==> src/hw/rtl/hfii_pkg.sv <==
// Shared types, constants and the corner-term table for the Haar feature block.
// Used by hfii_ctrl, hfii_dp and the top level; depends on nothing else.
package hfii_pkg;

  localparam int IMG_WIDTH   = 256;
  localparam int IMG_HEIGHT  = 256;
  localparam int ENTRY_WIDTH = 24;
  localparam int COORD_W     = 8;
  localparam int DEPTH       = IMG_WIDTH * IMG_HEIGHT;
  localparam int ADDR_W      = $clog2(DEPTH);
  localparam int OUT_W       = 25;
  // up to nine terms with weights summing to sixteen, plus sign
  localparam int ACC_W       = ENTRY_WIDTH + 6;
  localparam int OUT_MAX     = 2 ** (OUT_W - 1) - 1;
  localparam int OUT_MIN     = -(2 ** (OUT_W - 1));
  localparam int IDX_W       = 4;
  localparam int IN_TDATA_W  = 64;
  localparam int OUT_TDATA_W = 32;

  localparam logic [2:0] OP_LOAD   = 3'd0;
  localparam logic [2:0] OP_TYPE_A = 3'd1;
  localparam logic [2:0] OP_TYPE_B = 3'd2;
  localparam logic [2:0] OP_TYPE_C = 3'd3;
  localparam logic [2:0] OP_TYPE_D = 3'd4;

  typedef enum logic [2:0] {
    ST_IDLE,
    ST_PREP,
    ST_READ,
    ST_ACC,
    ST_FINISH
  } state_t;

  typedef enum logic [2:0] {
    XS_MIN,
    XS_MID,
    XS_MAX,
    XS_C1,
    XS_C2
  } xsel_t;

  typedef enum logic [1:0] {
    YS_MIN,
    YS_MID,
    YS_MAX
  } ysel_t;

  // one weighted corner read: value * (neg ? -1 : 1) * 2**shift
  typedef struct packed {
    xsel_t      xs;
    ysel_t      ys;
    logic       neg;
    logic [1:0] shift;
  } term_t;

  typedef struct packed {
    logic             capture;
    logic             clear;
    logic             issue;
    logic [IDX_W-1:0] idx;
    logic             finish;
  } cmd_t;

  typedef struct packed {
    logic [2:0] op;
    logic       out_free;
  } status_t;

  // number of distinct corner reads per feature type
  function automatic logic [IDX_W-1:0] term_count(input logic [2:0] op);
    case (op)
      OP_TYPE_A: term_count = IDX_W'(6);
      OP_TYPE_B: term_count = IDX_W'(6);
      OP_TYPE_C: term_count = IDX_W'(8);
      OP_TYPE_D: term_count = IDX_W'(9);
      default:   term_count = '0;
    endcase
  endfunction

  function automatic term_t mk(input xsel_t xs, input ysel_t ys, input logic neg,
                               input logic [1:0] shift);
    term_t t;
    t.xs    = xs;
    t.ys    = ys;
    t.neg   = neg;
    t.shift = shift;
    return t;
  endfunction

  // box sums folded together: shared corners carry merged weights
  function automatic term_t term_lookup(input logic [2:0] op, input logic [IDX_W-1:0] idx);
    term_t t;
    t = mk(XS_MIN, YS_MIN, 1'b0, 2'd0);
    case (op)
      OP_TYPE_A: begin
        case (idx)
          4'd0:    t = mk(XS_MID, YS_MAX, 1'b0, 2'd1);
          4'd1:    t = mk(XS_MIN, YS_MIN, 1'b0, 2'd0);
          4'd2:    t = mk(XS_MID, YS_MIN, 1'b1, 2'd1);
          4'd3:    t = mk(XS_MIN, YS_MAX, 1'b1, 2'd0);
          4'd4:    t = mk(XS_MAX, YS_MAX, 1'b1, 2'd0);
          4'd5:    t = mk(XS_MAX, YS_MIN, 1'b0, 2'd0);
          default: t = mk(XS_MIN, YS_MIN, 1'b0, 2'd0);
        endcase
      end
      OP_TYPE_B: begin
        case (idx)
          4'd0:    t = mk(XS_MAX, YS_MAX, 1'b0, 2'd0);
          4'd1:    t = mk(XS_MIN, YS_MID, 1'b0, 2'd1);
          4'd2:    t = mk(XS_MAX, YS_MID, 1'b1, 2'd1);
          4'd3:    t = mk(XS_MIN, YS_MAX, 1'b1, 2'd0);
          4'd4:    t = mk(XS_MIN, YS_MIN, 1'b1, 2'd0);
          4'd5:    t = mk(XS_MAX, YS_MIN, 1'b0, 2'd0);
          default: t = mk(XS_MIN, YS_MIN, 1'b0, 2'd0);
        endcase
      end
      OP_TYPE_C: begin
        case (idx)
          4'd0:    t = mk(XS_C1,  YS_MAX, 1'b0, 2'd1);
          4'd1:    t = mk(XS_MIN, YS_MIN, 1'b0, 2'd0);
          4'd2:    t = mk(XS_C1,  YS_MIN, 1'b1, 2'd1);
          4'd3:    t = mk(XS_MIN, YS_MAX, 1'b1, 2'd0);
          4'd4:    t = mk(XS_MAX, YS_MAX, 1'b0, 2'd0);
          4'd5:    t = mk(XS_C2,  YS_MIN, 1'b0, 2'd1);
          4'd6:    t = mk(XS_MAX, YS_MIN, 1'b1, 2'd0);
          4'd7:    t = mk(XS_C2,  YS_MAX, 1'b1, 2'd1);
          default: t = mk(XS_MIN, YS_MIN, 1'b0, 2'd0);
        endcase
      end
      OP_TYPE_D: begin
        case (idx)
          4'd0:    t = mk(XS_MIN, YS_MIN, 1'b0, 2'd0);
          4'd1:    t = mk(XS_MID, YS_MIN, 1'b1, 2'd1);
          4'd2:    t = mk(XS_MAX, YS_MIN, 1'b0, 2'd0);
          4'd3:    t = mk(XS_MIN, YS_MID, 1'b1, 2'd1);
          4'd4:    t = mk(XS_MID, YS_MID, 1'b0, 2'd2);
          4'd5:    t = mk(XS_MAX, YS_MID, 1'b1, 2'd1);
          4'd6:    t = mk(XS_MIN, YS_MAX, 1'b0, 2'd0);
          4'd7:    t = mk(XS_MID, YS_MAX, 1'b1, 2'd1);
          4'd8:    t = mk(XS_MAX, YS_MAX, 1'b0, 2'd0);
          default: t = mk(XS_MIN, YS_MIN, 1'b0, 2'd0);
        endcase
      end
      default: t = mk(XS_MIN, YS_MIN, 1'b0, 2'd0);
    endcase
    return t;
  endfunction

endpackage

==> src/hw/rtl/hfii_ctrl.sv <==
// Sequencer for the Haar feature block: accepts beats and steps through corner reads.
// Depends on hfii_pkg; drives hfii_dp through cmd_t and watches status_t.
module hfii_ctrl (
  input  logic              clk,
  input  logic              rst_n,
  input  logic              in_tvalid,
  output logic              in_tready,
  input  logic [2:0]        in_op,
  input  hfii_pkg::status_t status,
  output hfii_pkg::cmd_t    cmd
);
  import hfii_pkg::*;

  state_t           state_r, state_nxt;
  logic [IDX_W-1:0] idx_r, idx_nxt;
  logic [IDX_W-1:0] nterms;
  logic             in_accept;

  assign nterms    = term_count(status.op);
  assign in_tready = (state_r == ST_IDLE);
  assign in_accept = in_tvalid && in_tready;

  always_ff @(posedge clk) begin
    if (!rst_n) begin
      state_r <= ST_IDLE;
      idx_r   <= '0;
    end else begin
      state_r <= state_nxt;
      idx_r   <= idx_nxt;
    end
  end

  always_comb begin
    state_nxt   = state_r;
    idx_nxt     = idx_r;
    cmd.capture = 1'b0;
    cmd.clear   = 1'b0;
    cmd.issue   = 1'b0;
    cmd.idx     = idx_r;
    cmd.finish  = 1'b0;
    case (state_r)
      ST_IDLE: begin
        cmd.capture = in_accept;
        // loads are written at the accept edge and need no further work
        if (in_accept && in_op != OP_LOAD) begin
          state_nxt = ST_PREP;
        end
      end
      ST_PREP: begin
        cmd.clear = 1'b1;
        idx_nxt   = '0;
        state_nxt = (nterms == '0) ? ST_FINISH : ST_READ;
      end
      ST_READ: begin
        cmd.issue = 1'b1;
        if (idx_r == nterms - IDX_W'(1)) begin
          state_nxt = ST_ACC;
        end else begin
          idx_nxt = idx_r + IDX_W'(1);
        end
      end
      ST_ACC: begin
        // last read data folds into the sum here
        state_nxt = ST_FINISH;
      end
      ST_FINISH: begin
        if (status.out_free) begin
          cmd.finish = 1'b1;
          state_nxt  = ST_IDLE;
        end
      end
      default: begin
        state_nxt = ST_IDLE;
      end
    endcase
  end

  a_feature_starts: assert property (@(posedge clk) disable iff (!rst_n)
    (in_accept && in_op != OP_LOAD) |=> state_r == ST_PREP)
    else $error("feature beat did not start a computation");

  a_issue_in_range: assert property (@(posedge clk) disable iff (!rst_n)
    cmd.issue |-> (cmd.idx < nterms))
    else $error("corner read issued beyond term count");

  a_finish_returns: assert property (@(posedge clk) disable iff (!rst_n)
    (state_r == ST_FINISH && status.out_free) |=> state_r == ST_IDLE)
    else $error("result hand-off did not return to idle");

endmodule

==> config.mk <==
export PLATFORM = sky130hd
export DESIGN_NAME = hfii_ctrl
export DESIGN_NICKNAME = d
export VERILOG_FILES = /design/src/hw/rtl/hfii_pkg.sv /design/src/hw/rtl/hfii_ctrl.sv
export SDC_FILE = /design/constraint.sdc
export NUM_CORES = 1
export LEC_CHECK = 0
export BUFFER_PORTS_ARGS = -buffer_cell sky130_fd_sc_hd__clkbuf_2
export CAP_MARGIN = 20
export CORE_AREA = 2 2 39 41
export DETAILED_ROUTE_END_ITERATION = 10
export DIE_AREA = 0 0 41 43
export SYNTH_ARGS = -nofsm -noshare
export SYNTH_HDL_FRONTEND = slang
export SYNTH_SLANG_ARGS = --single-unit
==> constraint.sdc <==
create_clock -name clk -period 2.3 [get_ports clk]
set_input_delay 0.345 -clock clk [delete_from_list [all_inputs] [get_ports clk]]
set_output_delay 0.345 -clock clk [all_outputs]
set_load 0.005 [all_outputs]
* Word-level counts from Yosys, hierarchy flattened
Cells that the tools add are included.
** Storage, ports and cells
- Register bits :: 7
- Memory bits (read-only) :: 0
- Memories :: 0
- Memory bits (writable) :: 0
- Latch bits :: 0
** Operators by class
- Eq/ne operators :: 13
- Shift-type cells :: 0
- Reductions and logical operators :: 9
- Multiplexer cells :: 13
- Magnitude comparators :: 0
- Multipliers :: 0
- Bitwise logic cells :: 0
- $add $sub $neg :: 2
- Divide/modulo/power cells :: 0
** Operators with widths (count)
- 3-bit one-hot mux with 5 select lines :: 1
- 3-bit by 2-bit == test with 1-bit output (second input constant) :: 4
- 3-bit two-way mux :: 4
- 4-bit one-hot mux with 3 select lines :: 1
- 4-bit one-hot mux with 2 select lines :: 1
- 3-bit by 1-bit == test with 1-bit output (second input constant) :: 2
- 3-bit == test (second input constant) :: 2
- 2-bit inequality test (second input constant) :: 3
- 1-bit two-way mux :: 5
- 4-bit by 1-bit adder with 4-bit output (second input constant) :: 1
- 4-bit == test :: 1
- 4-bit logical NOT :: 1
- 4-bit two-way mux :: 1
- 4-bit by 1-bit subtractor with 4-bit output (second input constant) :: 1
- 3-bit logical NOT :: 1
- 3-bit AND reduction :: 1
- 3-bit nonzero test :: 1
- 1-bit logical AND :: 2
- 2-bit by 1-bit inequality test with 1-bit output (second input constant) :: 1
- 2-bit AND reduction :: 1
- 2-bit nonzero test :: 1
- 2-bit OR reduction :: 1

* Longest topological paths before layout
Gate-level depths: netlist (run 1).
- Depth after elaboration :: 7
- Gate-level depth with buffers :: 8
- Gate-level depth less buffers :: 8

* Worst setup path after synthesis (run 1)
No wires, ideal clock.
- Path kind :: input to register
- Start :: input status[2] (netlist name)
- End :: register state_r[0]
- Library setup time :: 0.078 ns
- Data arrival time :: 2.051 ns
- Path buffers :: 1
- Slack :: 0.172 ns
- Stages :: 7
- Required time :: 2.222 ns
- Path through :: or3b_1 > buf_2 > ha_1 > xnor2_1 > o41ai_4 > nand3_1 > nor3_1
** On the way
- Longest elaborated chain between the ends :: 7
- Elaborated cells on any way between the ends :: 10
- Those cells by class :: add/sub: 1; eq/ne: 6; mux: 1; reduce/logical: 2
** RTL lines
- start, declared :: line hfii_ctrl.sv:9 : input hfii_pkg::status_t status,
- 3-bit by 2-bit == test with 1-bit output or 3-bit by 1-bit == test with 1-bit output (tied branches) :: line hfii_pkg.sv:71 : case (op)
- 2-bit OR reduction (no source line)
- 4-bit one-hot mux with 3 select lines (*) :: line hfii_pkg.sv:71
- 4-bit by 1-bit subtractor with 4-bit output (*) :: line hfii_ctrl.sv:56 : if (idx_r == nterms - IDX_W'(1)) begin
- 4-bit == test (*) :: line hfii_ctrl.sv:56
- 2-bit inequality test (no source line) (*)
- 3-bit AND reduction (no source line) (*)
- end signal, assigned :: line hfii_ctrl.sv:28 : state_r <= state_nxt;
- end, declared :: line hfii_ctrl.sv:14 : state_t state_r, state_nxt;
Mark *: on every way between the ends. The rest lies on a longest branch, timed or not.
A chain may end at the register's enable or synchronous reset.

* Final worst setup path (run 1)
Same ends and word-level chain as after synthesis.

==> results of run 1 <==
layout by cell type, fill, tap and decap left out, types with 2 or more instances in the layout:
cell type,Yosys,final
nand2_1,4,4
clkbuf_2,0,18
a21oi_1,5,5
inv_1,4,4
clkbuf_4,0,3
and2_1,2,2
and3_1,2,2
nand3b_1,2,2
nor3_1,2,2
dfxtp_1,7,7
nor2_1,4,4
ha_1,2,2
nand3_1,2,2
xor2_1,4,4
or3_1,3,3
o21ai_0,2,2
path summary, 6_finish.rpt:
path,startpoint,endpoint,cells after the start
worst min-delay path,status[0],state_r[2]$_SDFFE_PN0P_,3
worst max register to register,idx_r[0]$_SDFFE_PN0P_,state_r[0]$_SDFFE_PN0P_,5
worst max-delay path,status[2],state_r[0]$_SDFFE_PN0P_,7
worst min register to register,idx_r[3]$_SDFFE_PN0P_,idx_r[3]$_SDFFE_PN0P_,2
tightest hold or removal path, cell delays in order:
cell	delay (ps)
clkbuf_2	80
nand3b_1	110
a21oi_1	60
sequential cells by signal, indices dropped and copies added, names as in the netlist:
| signal | cells |
|---|---|
| state_r | 3 |
| idx_r | 4 |
routing by layer:
| metal | vias to the layer above | routed length [um] | GRT usage [%] |
|---|---|---|---|
| met5 | - | 0 | 0 |
| met4 | 0 | 11 | 6.00 |
| met3 | 2 | 99 | 4.19 |
| met2 | 19 | 493 | 20.9 |
| met1 | 207 | 429 | 15.9 |
| li1 | 245 | - | - |
area by class of cell:
cell class / count / area (um^2)
fillers: 147 / 757
multi-input cells: 45 / 328
flip-flops and latches: 7 / 140
repair buffers: 19 / 97.6
clock buffers: 4 / 26.3
well taps: 16 / 20.0
inverters: 4 / 15.0
stage by stage:
step | worst slack, ps | hold slack [ps] | setup TNS (ps) | total power, mW
3_3_place_gp | 46.3 | 513 | 0 | 0.261
6_report | 241 | 399 | 0 | 0.370
3_5_place_dp | -23.8 | 517 | -23.8 | 0.263
2_1_floorplan | 172 | 473 | 0 | 0.221
4_1_cts | 224 | 402 | 0 | 0.374
5_1_grt | 134 | 416 | 0 | 0.396
logic make-up after synthesis:
group	after synthesis	share of synthesized area, %
and+or+nand+nor	26	31.3
AOI/OAI and AO/OA	11	17.2
DFF	7	28.7
xor gates and xnor gates	5	8.97
buffers and inverters	5	4.10
adders and majority gates	2	5.13
muxes	1	4.62
synth_stat cells (2+ instances only):
master and count:
dfxtp_1 7, a21oi_1 5, xor2_1 4, and2_1 2, inv_1 4, o21ai_0 2
nand2_1 4, ha_1 2, nor3_1 2, nor2_1 4, nand3_1 2, nand3b_1 2
and3_1 2, or3_1 3
power by group through the flow:
| stage | clock network [mW] | registers, mW | logic [mW] |
|---|---|---|---|
| after global placement | 0 | 0.147 | 0.114 |
| final | 0.110 | 0.145 | 0.114 |
| after detailed placement | 0 | 0.147 | 0.116 |
| after CTS | 0.112 | 0.145 | 0.117 |
| after global routing | 0.121 | 0.147 | 0.128 |
| after floorplan | 0 | 0.145 | 0.0764 |
==> metrics, run 1 <==
status completed; placed cell area 601 um^2; crit-path max cell delay 560 ps; clock share of power 29.8%; TritonRoute pass-1 iters 2; CP Data Required Time 2460 ps; number of I/O pins 19; DRC viols 0; FFs w/ async S/R, synth 0%; Reg power frac 39.2%; register area share after synthesis 28.7%; sequence of cells on the critical path clkbuf_2 > or3b_1 > ha_1 > xnor2_1 > o41ai_4 > nand3_1 > nor3_1; Die W 41 um; Non-Filler Instances 95; Syn Area/Cell 8.56 um^2; GRT Total Usage 13.4%; hpwl dp 844 um; Post-Syn Instances 57; Peak VDD IR 0.326 mV; ant diodes 0; Syn-to-layout area delta 28.5%; endpoint type of the worst setup path register; crit path kind input port to register; Synth Register Bits 7; synthesized cell area 488 um^2; Post-DRT Antenna Nets 0; crit share post-route 89.5%; RSZ-0062 raised after global routing no; sw power 119 uW; clk root buf clkbuf_4; design area 627 um^2; Clk pin slew, worst setup/hold paths 50 ps; vias in the first global route 415; DR vias/cell 4.98; Ys Warns 0; H-Tree Depth 1; input/output buffers 18; pin count of the biggest net entering global routing 9; clk sinks 7; final core occ 45.3%; setup bufs post-CTS 0; Cell Pwr Density 590 nW/um^2; share of the synthesized area in the top cell type 28.7%; Sw Share 32.3%; standard cell core area 1380 um^2; Clock Tree Buf Depth 2; total CTS buffers 3; area leader, netlist dfxtp_1; Logic pwr share 30.9%; Final Hold Vio Count 0; internal power 250 uW; Post-CTS Resized 0; Rows 14; DR WL/cell 10.9 um; total number of vias 473; Starting DRT DRC Count 6; syn_nets 69; number of flops mapped to enable cells by yosys 0; Tightest Pin Transition 485 ps; share of cells above drive strength 1 31.6%; final setup fails 0; initial antenna violation count 0; Hold Crit Class input port to register; die area 1760 um^2; Starting Density 35.3%; drt total wl 1030 um; max-slew violations 0; Die H 43 um; placed cell count 91; delay-heaviest family, CP simple AND/OR/NAND/NOR gates; latest clock arrival within the worst-skew pair 250 ps; Area contributors post-synth dfxtp_1 (29%), xor2_1 (7.2%), o41ai_4 (5.6%); Netlist cell types 26; Critical Path AT 2220 ps; crit path max fanout 8; CTS tree done; CP Launch Type input port; first-pass GRT wire length 1610 um; Pleak 0.275 nW; Worst Path Buf+Inv 1; Critical Path Slowest Stage Cell o41ai_4; total gr overflow 0; Max-cap violations 0; Layout Skew 5.03 ps; GPL Wtd Cong 0.657; # nets final 92; Slew headroom 67.6%; R2R setup slack 640 ps; achievable frequency 486 MHz; min cycle time layout 2060 ps; Synth Flop Type dfxtp_1; Hold-fix buffers, CTS 0
No activity file was read; power rests on OpenSTA's default activity.
==> run 2, diff against run 1 <==
--- a/config.mk
+++ b/config.mk
@@ -5,11 +5,13 @@
 export SDC_FILE = /design/constraint.sdc
 export NUM_CORES = 1
 export LEC_CHECK = 0
+export ABC_AREA = 1
 export BUFFER_PORTS_ARGS = -buffer_cell sky130_fd_sc_hd__clkbuf_2
 export CAP_MARGIN = 20
 export CORE_AREA = 2 2 39 41
 export DETAILED_ROUTE_END_ITERATION = 10
 export DIE_AREA = 0 0 41 43
+export PLACE_DENSITY = 0.67
 export SYNTH_ARGS = -nofsm -noshare
 export SYNTH_HDL_FRONTEND = slang
 export SYNTH_SLANG_ARGS = --single-unit
==> run 2 against run 1 <==
  * Synthesized cell count grew 46%
  * Core utilization up 3.1 points
  * Area after synthesis rose by 9.2%
  * Routed wire length rose by 5.1%
  * Sequential power increased by 7%
  * Sequential share of layout area shrank 1.4 points
  * Die area stayed put
  * Critical path type unchanged
  * Critical endpoint is now idx_r[1]$_SDFFE_PN0P_
==> metrics, run 2 <==
status completed; Hold EP state_r[2]$_SDFFE_PN0P_; Starting Density 38.5%; Critical Path Slowest Stage Cell ha_1; commonest cells in the netlist nand2_1 (19), inv_1 (16), dfxtp_1 (7), nand3_1 (7), nor2_1 (7); r2r endpoint idx_r[1]$_SDFFE_PN0P_; final setup fails 0; DR vias/cell 4.75; design area 669 um^2; DR WL/cell 8.98 um; register area share after synthesis 26.3%; RSZ-0062 raised after global routing no; commonest non-fill, non-tap cells in the layout nand2_1 (19), clkbuf_2 (18), inv_1 (16); Die H 43 um; share of cells above drive strength 1 27.6%; Ys Warns 0; first-pass GRT wire length 1720 um; sequence of cells on the critical path clkbuf_2 > inv_1 > nand2_2 > or2_1 > ha_1 > xor2_1 > nand3_2 > o21bai_4 > nand2_4 > nand2_1 > nand2_1 > nor2_2; vias in the first global route 463; DRC viols 0; clk root buf clkbuf_4; achievable frequency 588 MHz; total CTS buffers 3; Final Hold Vio Count 0; Peak VDD IR 0.311 mV; max reg flops 4; TritonRoute pass-1 iters 4; GPL Wtd Cong 0.739; ant diodes 0; Reg-to-Reg Start state_r[0]$_SDFFE_PN0P_; commonest non-fill, non-tap cell in the layout nand2_1; Largest regs idx_r x4, state_r x3; # nets final 118; Rows 14; Hold WS 299 ps; CP Data Required Time 2500 ps; Synth Register Bits 7; crit-path max cell delay 290 ps; Netlist cell types 21; Layout Skew 5.03 ps; clk sinks 7; R2R setup slack 1030 ps; Synth Flop Type dfxtp_1; drt total wl 1090 um; H-Tree Depth 1; initial antenna violation count 0; Die W 41 um; crit path max fanout 6; endpoint type of the worst setup path register; Clock Tree Buf Depth 2; Tightest Pin Transition 341 ps; max-slew violations 0; Area contributors post-synth dfxtp_1 (26%), nand2_1 (13%), inv_1 (11%); CTS tree done; Cell Pwr Density 657 nW/um^2; total gr overflow 0; share of the synthesized area in the top cell type 26.3%; pin count of the biggest net entering global routing 8; Post-DRT Antenna Nets 0; Max-cap violations 0; hold path start rst_n; Syn Area/Cell 6.42 um^2; Post-Syn Instances 83; Hold-fix buffers, CTS 0; crit path kind input port to register; die area 1760 um^2; input/output buffers 18; Most flops, register idx_r; final core occ 48.4%; fillers 144; Clk pin slew, worst setup/hold paths 50 ps; number of I/O pins 19; Pleak 0.348 nW; syn_nets 95; standard cell core area 1380 um^2; R2R depth 7; area leader, netlist dfxtp_1; setup bufs post-CTS 0; Starting DRT DRC Count 5; FFs w/ async S/R, synth 0%; Critical Path Most Common Cell nand2_1; Post-CTS Resized 0; placed cell area 643 um^2; Slew headroom 77.1%; Critical Path AT 1900 ps; top-count cell post-synth nand2_1; total number of vias 575; number of flops mapped to enable cells by yosys 0; CP Launch Type input port; hold path cells 3; synthesized cell area 533 um^2; min cycle time layout 1700 ps; Syn-to-layout area delta 25.6%; GRT Total Usage 14.7%; hpwl dp 878 um; latest clock arrival within the worst-skew pair 260 ps; final setup TNS 0 ps; crit share post-route 73.9%; Hold Crit Class input port to register
run 2: cell types whose count changed after synthesis, moves of 2 or more:
| cell | previous run | this run |
|---|---|---|
| nand3_1 | 2 | 7 |
| xor2_1 | 4 | 2 |
| nand2_1 | 4 | 19 |
| nor2_1 | 4 | 7 |
| nor2_2 | 0 | 2 |
| and2_1 | 2 | 0 |
| and3_1 | 2 | 0 |
| or3_1 | 3 | 0 |
| nand2_2 | 0 | 3 |
| inv_1 | 4 | 16 |
| nor4_1 | 0 | 2 |
run 2: how the worst max path moves through the flow:
| stage | startpoint | to | slack (ps) |
|---|---|---|---|
| final | status[3] | idx_r[1]$_SDFFE_PN0P_ | 600 |
| after global routing | status[3] | idx_r[1]$_SDFFE_PN0P_ | 420 |
| after CTS | status[3] | idx_r[1]$_SDFFE_PN0P_ | 590 |
| after detailed placement | status[3] | idx_r[1]$_SDFFE_PN0P_ | 320 |
| after global placement | status[3] | idx_r[1]$_SDFFE_PN0P_ | 380 |
| after floorplan | status[1] | idx_r[1]$_SDFFE_PN0P_ | 550 |
run 2: final cells by class:
| class | count | area [um^2] | area share, % |
|---|---|---|---|
| clock buffers | 4 | 26.3 | 3.93 |
| inverters | 16 | 60.1 | 8.97 |
| multi-input cells | 60 | 333 | 49.7 |
| flip-flops and latches | 7 | 140 | 20.9 |
| well taps | 16 | 20.0 | 2.99 |
| repair buffers | 18 | 90.1 | 13.5 |
run 2: cell families (layout without fill, tap and decap cells):
| group | count (synthesis) | after routing | share of synthesized area (%) |
|---|---|---|---|
| AOI/OAI and AO/OA | 9 | 9 | 11.0 |
| xor gates and xnor gates | 3 | 3 | 4.93 |
| adders and majority gates | 2 | 2 | 4.69 |
| buffers and inverters | 16 | 38 | 11.3 |
| DFF | 7 | 7 | 26.3 |
| and+or+nand+nor | 46 | 46 | 41.8 |
run 2: power breakdown:
part	internal [mW]	switching, mW
sequential	0.137	0.0182
combinational	0.0712	0.0990
clock	0.0664	0.0479
run 2: critical path, delay by kind of cell:
| kind | cells | cell delay (ps) |
|---|---|---|
| fa+ha+maj | 1 | 290 |
| simple gates | 7 | 670 |
| xor+xnor | 1 | 170 |
| buf+inv | 2 | 180 |
| compound gates | 1 | 230 |
run 2: stage by stage:
| stage | power (mW) | worst slack (ps) | instances |
|---|---|---|---|
| final | 0.440 | 600 | 121 |
| after global routing | 0.479 | 421 | 121 |
| after CTS | 0.446 | 594 | 121 |
| after detailed placement | 0.330 | 321 | 117 |
| after global placement | 0.327 | 384 | 117 |
| after floorplan | 0.274 | 553 | 83 |
run 2: per-layer routing:
| metal | global-route usage, % | wire length, um |
|---|---|---|
| met1 | 16.3 | 502 |
| met4 | 10.0 | 29 |
| met3 | 4.71 | 54 |
| met5 | 0 | 0 |
| met2 | 22.5 | 500 |
